$ cat config.mk
export PLATFORM = sky130hd
export DESIGN_NAME = tdpt_rem_unit
export DESIGN_NICKNAME = d
export VERILOG_FILES = /design/src/rtl/core/tdpt_pkg.sv /design/src/rtl/core/tdpt_rem_unit.sv
export SDC_FILE = /design/constraint.sdc
export NUM_CORES = 1
export LEC_CHECK = 0
export BUFFER_PORTS_ARGS = -buffer_cell sky130_fd_sc_hd__buf_2
export CORE_MARGIN = 2
export CORE_UTILIZATION = 28
export CTS_CLUSTER_DIAMETER = 50
export DETAILED_ROUTE_END_ITERATION = 10
export GPL_TIMING_DRIVEN = 0
export SKIP_LAST_GASP = 1
export SYNTH_ARGS = -nofsm -noshare
export SYNTH_HDL_FRONTEND = slang
export SYNTH_SLANG_ARGS = --single-unit
$ cat constraint.sdc
create_clock -name i_clk -period 3.3 [get_ports i_clk]
set_input_delay 0.66 -clock i_clk [delete_from_list [all_inputs] [get_ports i_clk]]
set_output_delay 0.66 -clock i_clk [all_outputs]
set_load 0.02 [all_outputs]
$ cat src/rtl/core/tdpt_pkg.sv
`default_nettype none

package tdpt_pkg;

    // microprogram counter width and entry points
    localparam int unsigned UPC_W = 4;

    localparam logic [UPC_W-1:0] UPC_IDLE   = 4'd0;
    localparam logic [UPC_W-1:0] UPC_LOOP   = 4'd4;
    localparam logic [UPC_W-1:0] UPC_DIV    = 4'd5;
    localparam logic [UPC_W-1:0] UPC_FAIL   = 4'd7;
    localparam logic [UPC_W-1:0] UPC_PASS   = 4'd8;
    localparam logic [UPC_W-1:0] UPC_EMIT   = 4'd9;

    // jump condition: jump to target when true, else fall through to pc+1
    typedef enum logic [3:0] {
        C_NEVER,
        C_ALWAYS,
        C_NO_REQ,
        C_LE1,
        C_EQ2,
        C_EVEN,
        C_SQ_GT,
        C_DIV_MORE,
        C_REM_NZ,
        C_OUT_BUSY
    } t_cond;

    // datapath action of one step
    typedef enum logic [2:0] {
        A_NONE,
        A_LOAD,
        A_DIV_INIT,
        A_DIV_STEP,
        A_NEXT_D,
        A_SET0,
        A_SET1,
        A_EMIT
    } t_act;

    typedef struct packed {
        t_cond            cond;
        t_act             act;
        logic [UPC_W-1:0] target;
    } t_uword;

    // remainder unit control
    typedef struct packed {
        logic init;
        logic step;
    } t_rem_ctrl;

    // control store
    function automatic t_uword uc_rom(input logic [UPC_W-1:0] pc);
        t_uword w;
        w = '{cond: C_ALWAYS, act: A_NONE, target: UPC_IDLE};
        unique case (pc)
            4'd0:    w = '{cond: C_NO_REQ,   act: A_LOAD,     target: UPC_IDLE};
            4'd1:    w = '{cond: C_LE1,      act: A_NONE,     target: UPC_FAIL};
            4'd2:    w = '{cond: C_EQ2,      act: A_NONE,     target: UPC_PASS};
            4'd3:    w = '{cond: C_EVEN,     act: A_NONE,     target: UPC_FAIL};
            4'd4:    w = '{cond: C_SQ_GT,    act: A_DIV_INIT, target: UPC_PASS};
            4'd5:    w = '{cond: C_DIV_MORE, act: A_DIV_STEP, target: UPC_DIV};
            4'd6:    w = '{cond: C_REM_NZ,   act: A_NEXT_D,   target: UPC_LOOP};
            4'd7:    w = '{cond: C_ALWAYS,   act: A_SET0,     target: UPC_EMIT};
            4'd8:    w = '{cond: C_NEVER,    act: A_SET1,     target: UPC_IDLE};
            4'd9:    w = '{cond: C_OUT_BUSY, act: A_EMIT,     target: UPC_EMIT};
            4'd10:   w = '{cond: C_ALWAYS,   act: A_NONE,     target: UPC_IDLE};
            default: w = '{cond: C_ALWAYS,   act: A_NONE,     target: UPC_IDLE};
        endcase
        return w;
    endfunction

endpackage

`default_nettype wire

$ cat src/rtl/core/tdpt_rem_unit.sv
`default_nettype none

// Bit-serial restoring remainder: one dividend bit per cycle while step is asserted, MSB first.
module tdpt_rem_unit #(
    parameter int unsigned W = 32
) (
    input  wire                  i_clk,
    input  wire                  i_rst_n,
    input  tdpt_pkg::t_rem_ctrl  i_ctrl,
    input  wire  [W-1:0]         i_dividend,
    input  wire  [W-1:0]         i_divisor,
    output logic [W-1:0]         o_rem,
    output logic                 o_more
);

    localparam int unsigned CW = (W > 1) ? $clog2(W) : 1;
    localparam logic [CW-1:0] LAST = CW'(W - 1);

    logic [W-1:0]  r_rem,   n_rem;
    logic [W-1:0]  r_shift, n_shift;
    logic [CW-1:0] r_cnt,   n_cnt;
    logic [W:0]    trial;
    logic [W:0]    diff;

    always_comb begin
        trial   = {r_rem, r_shift[W-1]};
        diff    = trial - {1'b0, i_divisor};
        n_rem   = r_rem;
        n_shift = r_shift;
        n_cnt   = r_cnt;
        if (i_ctrl.init) begin
            n_rem   = '0;
            n_shift = i_dividend;
            n_cnt   = '0;
        end else if (i_ctrl.step) begin
            // remainder stays below divisor, so W bits suffice after restore
            n_rem   = diff[W] ? trial[W-1:0] : diff[W-1:0];
            n_shift = {r_shift[W-2:0], 1'b0};
            n_cnt   = r_cnt + 1'b1;
        end
    end

    always_ff @(posedge i_clk) begin
        if (!i_rst_n) begin
            r_cnt <= '0;
        end else begin
            r_cnt <= n_cnt;
        end
        r_rem   <= n_rem;
        r_shift <= n_shift;
    end

    assign o_rem  = r_rem;
    assign o_more = (r_cnt != LAST);

endmodule

`default_nettype wire

; ---- After elaboration in Yosys (flattened, before gate mapping)
; Cells that the tools add are included.
[op_classes]
n_reduce_logical = 2
muxes = 3
n_bitwise = 1
add_sub_neg = 2
eq_ne = 1
[op_table]
columns = cell, n
row1 = $mux 32, 3
row2 = $sub 33x32->33, 1
row3 = $add 5x1->5 const B, 1
row4 = $ne 5x5->1 const B, 1
row5 = $reduce_bool 2->1, 1
row6 = $reduce_or 2->1, 1
row7 = $not 1->1, 1
[totals]
regBits = 69
wordCells = 12
input_bits = 68
out_inout_bits = 33

; ---- Logic depth before layout (Yosys ltp)
[logic_depth]
ltp_word = 2
ltp_mapped = 13
mapped_depth_nobuf = 12

; ---- Worst setup path before layout
; OpenSTA, ideal clock, no wires.
[synth_timing]
kind = input-to-reg
startpoint = in i_divisor[6]
endpoint = reg r_rem[30], in the netlist o_rem[30]
setup_slack_ns = 0.148
setup_ns = 0.088
path_buffers = 1
required_time_ns = 3.212
stages = 12
arrival_time_ns = 3.064
path_cell_list = inv_1 > ha_1 > o21a_1 > o211ai_1 > a211oi_1 > or3_4 > a211oi_4 > o21ai_4 > xnor2_4 > buf_4 > nand2_1 > a311oi_2
[synth_via]
elab_chain_cells = 2
[synth_rtl]
columns = item, line
row1 = from (decl), tdpt_rem_unit.sv:11  ; input wire [W-1:0] i_divisor,
row2 = $sub 33x32->33, tdpt_rem_unit.sv:27  ; diff = trial - {1'b0, i_divisor};
row3 = $mux 32, tdpt_rem_unit.sv:37  ; n_rem = diff[W] ? trial[W-1:0] : diff[W-1:0];
row4 = to (signal assigned), tdpt_rem_unit.sv:49  ; r_rem <= n_rem;
row5 = to (decl), tdpt_rem_unit.sv:19  ; logic [W-1:0] r_rem, n_rem;
; Every way passes these cells.
; A chain may end at the register's enable or synchronous reset.

; ---- Final worst setup path
; Ends and elaborated chain as after synthesis.

==> metrics <==
Synth Instances=558; first-pass GRT wire length=21900 microns; combinational power share=32.5%; worst slew pin tran=0.793 ns; switching pwr=1060 uW; worst path cell trace=buf_2 -> inv_2 -> ha_4 -> o21a_1 -> o211ai_1 -> a211oi_2 -> or3_4 -> a211oi_4 -> o21ai_4 -> xnor2_4 -> buf_12 -> buf_6 -> nand4_1 -> a311oi_2; slowest CP cell=or3_4; fin. max-slew vios=0; Synth Register Bits=69; Syn Nets=661; ratio of cells with drive above 1 in the final layout=27.7%; drt initial violations=266; total power=2990 uW; Worst Setup Start Kind=primary input; outcome=finished clean; latest clock arrival within the worst-skew pair=0.35 ns; Worst Path Max Fanout=6; die area=0.0187 sq mm; CP Class=primary input to register; CTS Hold Bufs=0; fmax=310 MHz; Cell Area, Placed=0.00572 sq mm; maximum VDD drop=0.000236 V; post-route ant nets=0; CTS tree=done; Post-Syn Area=0.00494 sq mm; Die X=137 microns; final core occ=35.9%; drt total wl=14000 microns; initial antenna violation count=1; CP bufs+invs=4; Sw Share=35.3%; Final period util=97.8%; gpl congestion=0.828; Max-slew headroom=47.1%; Syn-to-layout area delta=25.5%; crit path DAT=3.48 ns; chip height=137 microns; Reg power frac=35.0%; # rows=48; Worst EP required=3.56 ns; CTS buffer count=9; Lkg Pwr=0.00273 uW; Core ar.=0.0173 sq mm; Filler cells=1811; WL/cell=15.5 microns; commonest non-fill, non-tap cell in the layout=buf_2; Avg Vias per Cell=4.91; most frequent cells in the layout=buf_2, nand2_1, nor2_1; Internal=1940 uW; vias in the first global route=4311; max incr delay on CP=0.44 ns; TNS Setup=0 ns; metal3 WL=809 microns; total grt overflow=0; prevailing post-synth register cell=dfxtp_1; hold crit path type=register to register; max_cap viols=0; Clock power frac=32.5%; Ports=101; Yosys warning total=0; Yosys cell types=57; Total GRT Usage=15.1%; Final Hold Vio Count=0; CP Capture Type=register; Metal-1 WL=6690 microns; Cell Pwr Density=483 mW/mm^2; number of synthesized flops with an enable pin=32; CTS H-Tree Depth=3; hpwl dp=10400 microns; worst-case clock skew=0.0111 ns; PortBufs=99; fin area=0.00620 sq mm; DRC Markers=0; Top Layer Used=met4; via count=4458; Starting Density=28.6%; Root Buffer=clkbuf_16; ys async rst share=0%; CP delay by family, top=compound AO/OA/AOI/OAI gates; Final Critical Period=3.23 ns; Syn Area/Cell=8.85 sq um; metal2 WL=6280 microns; clock-pin slew on the worst setup and hold paths=0.07 ns; NumNets Final=780; sequential-to-total area share from yosys stat=34.4%; largest net degree at the start of global routing=34; Setup Viol. Count Final=0; CTS sink cnt=69; TritonRoute pass-1 iters=5; maximum clock insertion buffer count=2
synth_stat cells (all sizes together), types with 2 or more instances:
master / n / area share (%)
clkbuf: 19 / 1.4
dfxtp: 37 / 15
nand4: 8 / 1.0
mux2i: 4 / 0.81
nand2b: 5 / 0.63
buf: 9 / 1.5
a311oi: 29 / 5.3
edfxtp: 32 / 19
nor2: 53 / 4.0
o21ai: 20 / 2.3
a41oi: 2 / 0.35
nor2b: 4 / 0.51
nand3: 12 / 1.2
a31oi: 6 / 0.76
nand2: 70 / 5.3
xor2: 12 / 2.1
nor3b: 2 / 0.41
mux2: 31 / 7.1
o311ai: 2 / 0.35
a211oi: 8 / 1.5
xnor2: 16 / 3.6
ha: 34 / 8.6
o211ai: 5 / 0.76
nand3b: 4 / 0.61
inv: 43 / 3.3
o21bai: 4 / 0.61
and2: 6 / 0.76
and3: 7 / 0.89
nor3: 7 / 0.71
a21o: 17 / 2.6
a211o: 2 / 0.35
o21a: 4 / 0.61
or2: 3 / 0.38
a21oi: 29 / 2.9
worst min-delay path: stages, from the launching register on:
cell and delay (ns):
dfxtp_1 0.33, mux2i_1 0.06, nor2_1 0.08
final timing paths:
kind         slack, ns         to  cells past startpoint         start
max reg2reg       0.11  o_rem[30]                     12      o_rem[5]
max               0.07  o_rem[30]                     14  i_divisor[6]
min               0.51   r_cnt[4]                      2      r_cnt[4]
min reg2reg       0.51   r_cnt[4]                      2      r_cnt[4]
power groups by stage:
stage / Sequential [uW] / Clock [uW] / Combinational [uW]
after floorplan: 1090 / 0 / 607
after CTS: 1050 / 988 / 898
after detailed placement: 1060 / 0 / 889
after global placement: 1060 / 0 / 885
final: 1050 / 972 / 974
after global routing: 1060 / 1020 / 1080
metal layers:
layer | vias to the layer above | global-route usage [%]
met1 | 2071 | 19.7
met2 | 116 | 24.4
met4 | 0 | 5.10
li1 | 2255 | -
met5 | - | 0
met3 | 16 | 3.48
registers in the layout, summed over array words and instances, names as in the netlist:
name     count
r_shift     32
o_rem       32
r_cnt        5
what timing repair did:
item / in CTS / in global routing
gates resized for setup: 0 / 28
endpoints found under the setup margin: 5 / 23
pin swaps: 1 / 9
cloned: 0 / 3
buffers inserted: 1 / 5
layout make-up:
cell class                      count  area [sq um]  share of cell area (%)
Buffer                             28           148                    2.38
Multi-Input combinational cell    418          3040                    49.0
Inverter                           43           161                    2.60
Sequential cell                    69          1700                    27.4
Antenna cell                        1          2.50                  0.0404
Timing Repair Buffer              108           579                    9.34
Clock inverter                      7          65.1                    1.05
Clock buffer                        9           225                    3.63
Tap cell                          225           282                    4.54
metrics by stage:
step	setup slack [ns]	cells	hold slack (ns)
after global routing	-0.0173	907	0.540
after global placement	-0.456	882	0.488
after CTS	0.0246	899	0.511
final	0.0735	908	0.506
after floorplan	0.148	558	0.467
after detailed placement	-0.407	882	0.499
logic make-up after synthesis:
| kind of cell | Yosys count | share of synthesized area, % |
|---|---|---|
| simple gates | 185 | 17.2 |
| compound gates | 135 | 19.6 |
| buf+inv | 71 | 6.18 |
| flops | 69 | 34.4 |
| mux | 35 | 7.88 |
| fa+ha+maj | 35 | 9.01 |
| xor+xnor | 28 | 5.72 |
No activity file was read; power rests on OpenSTA's default activity.
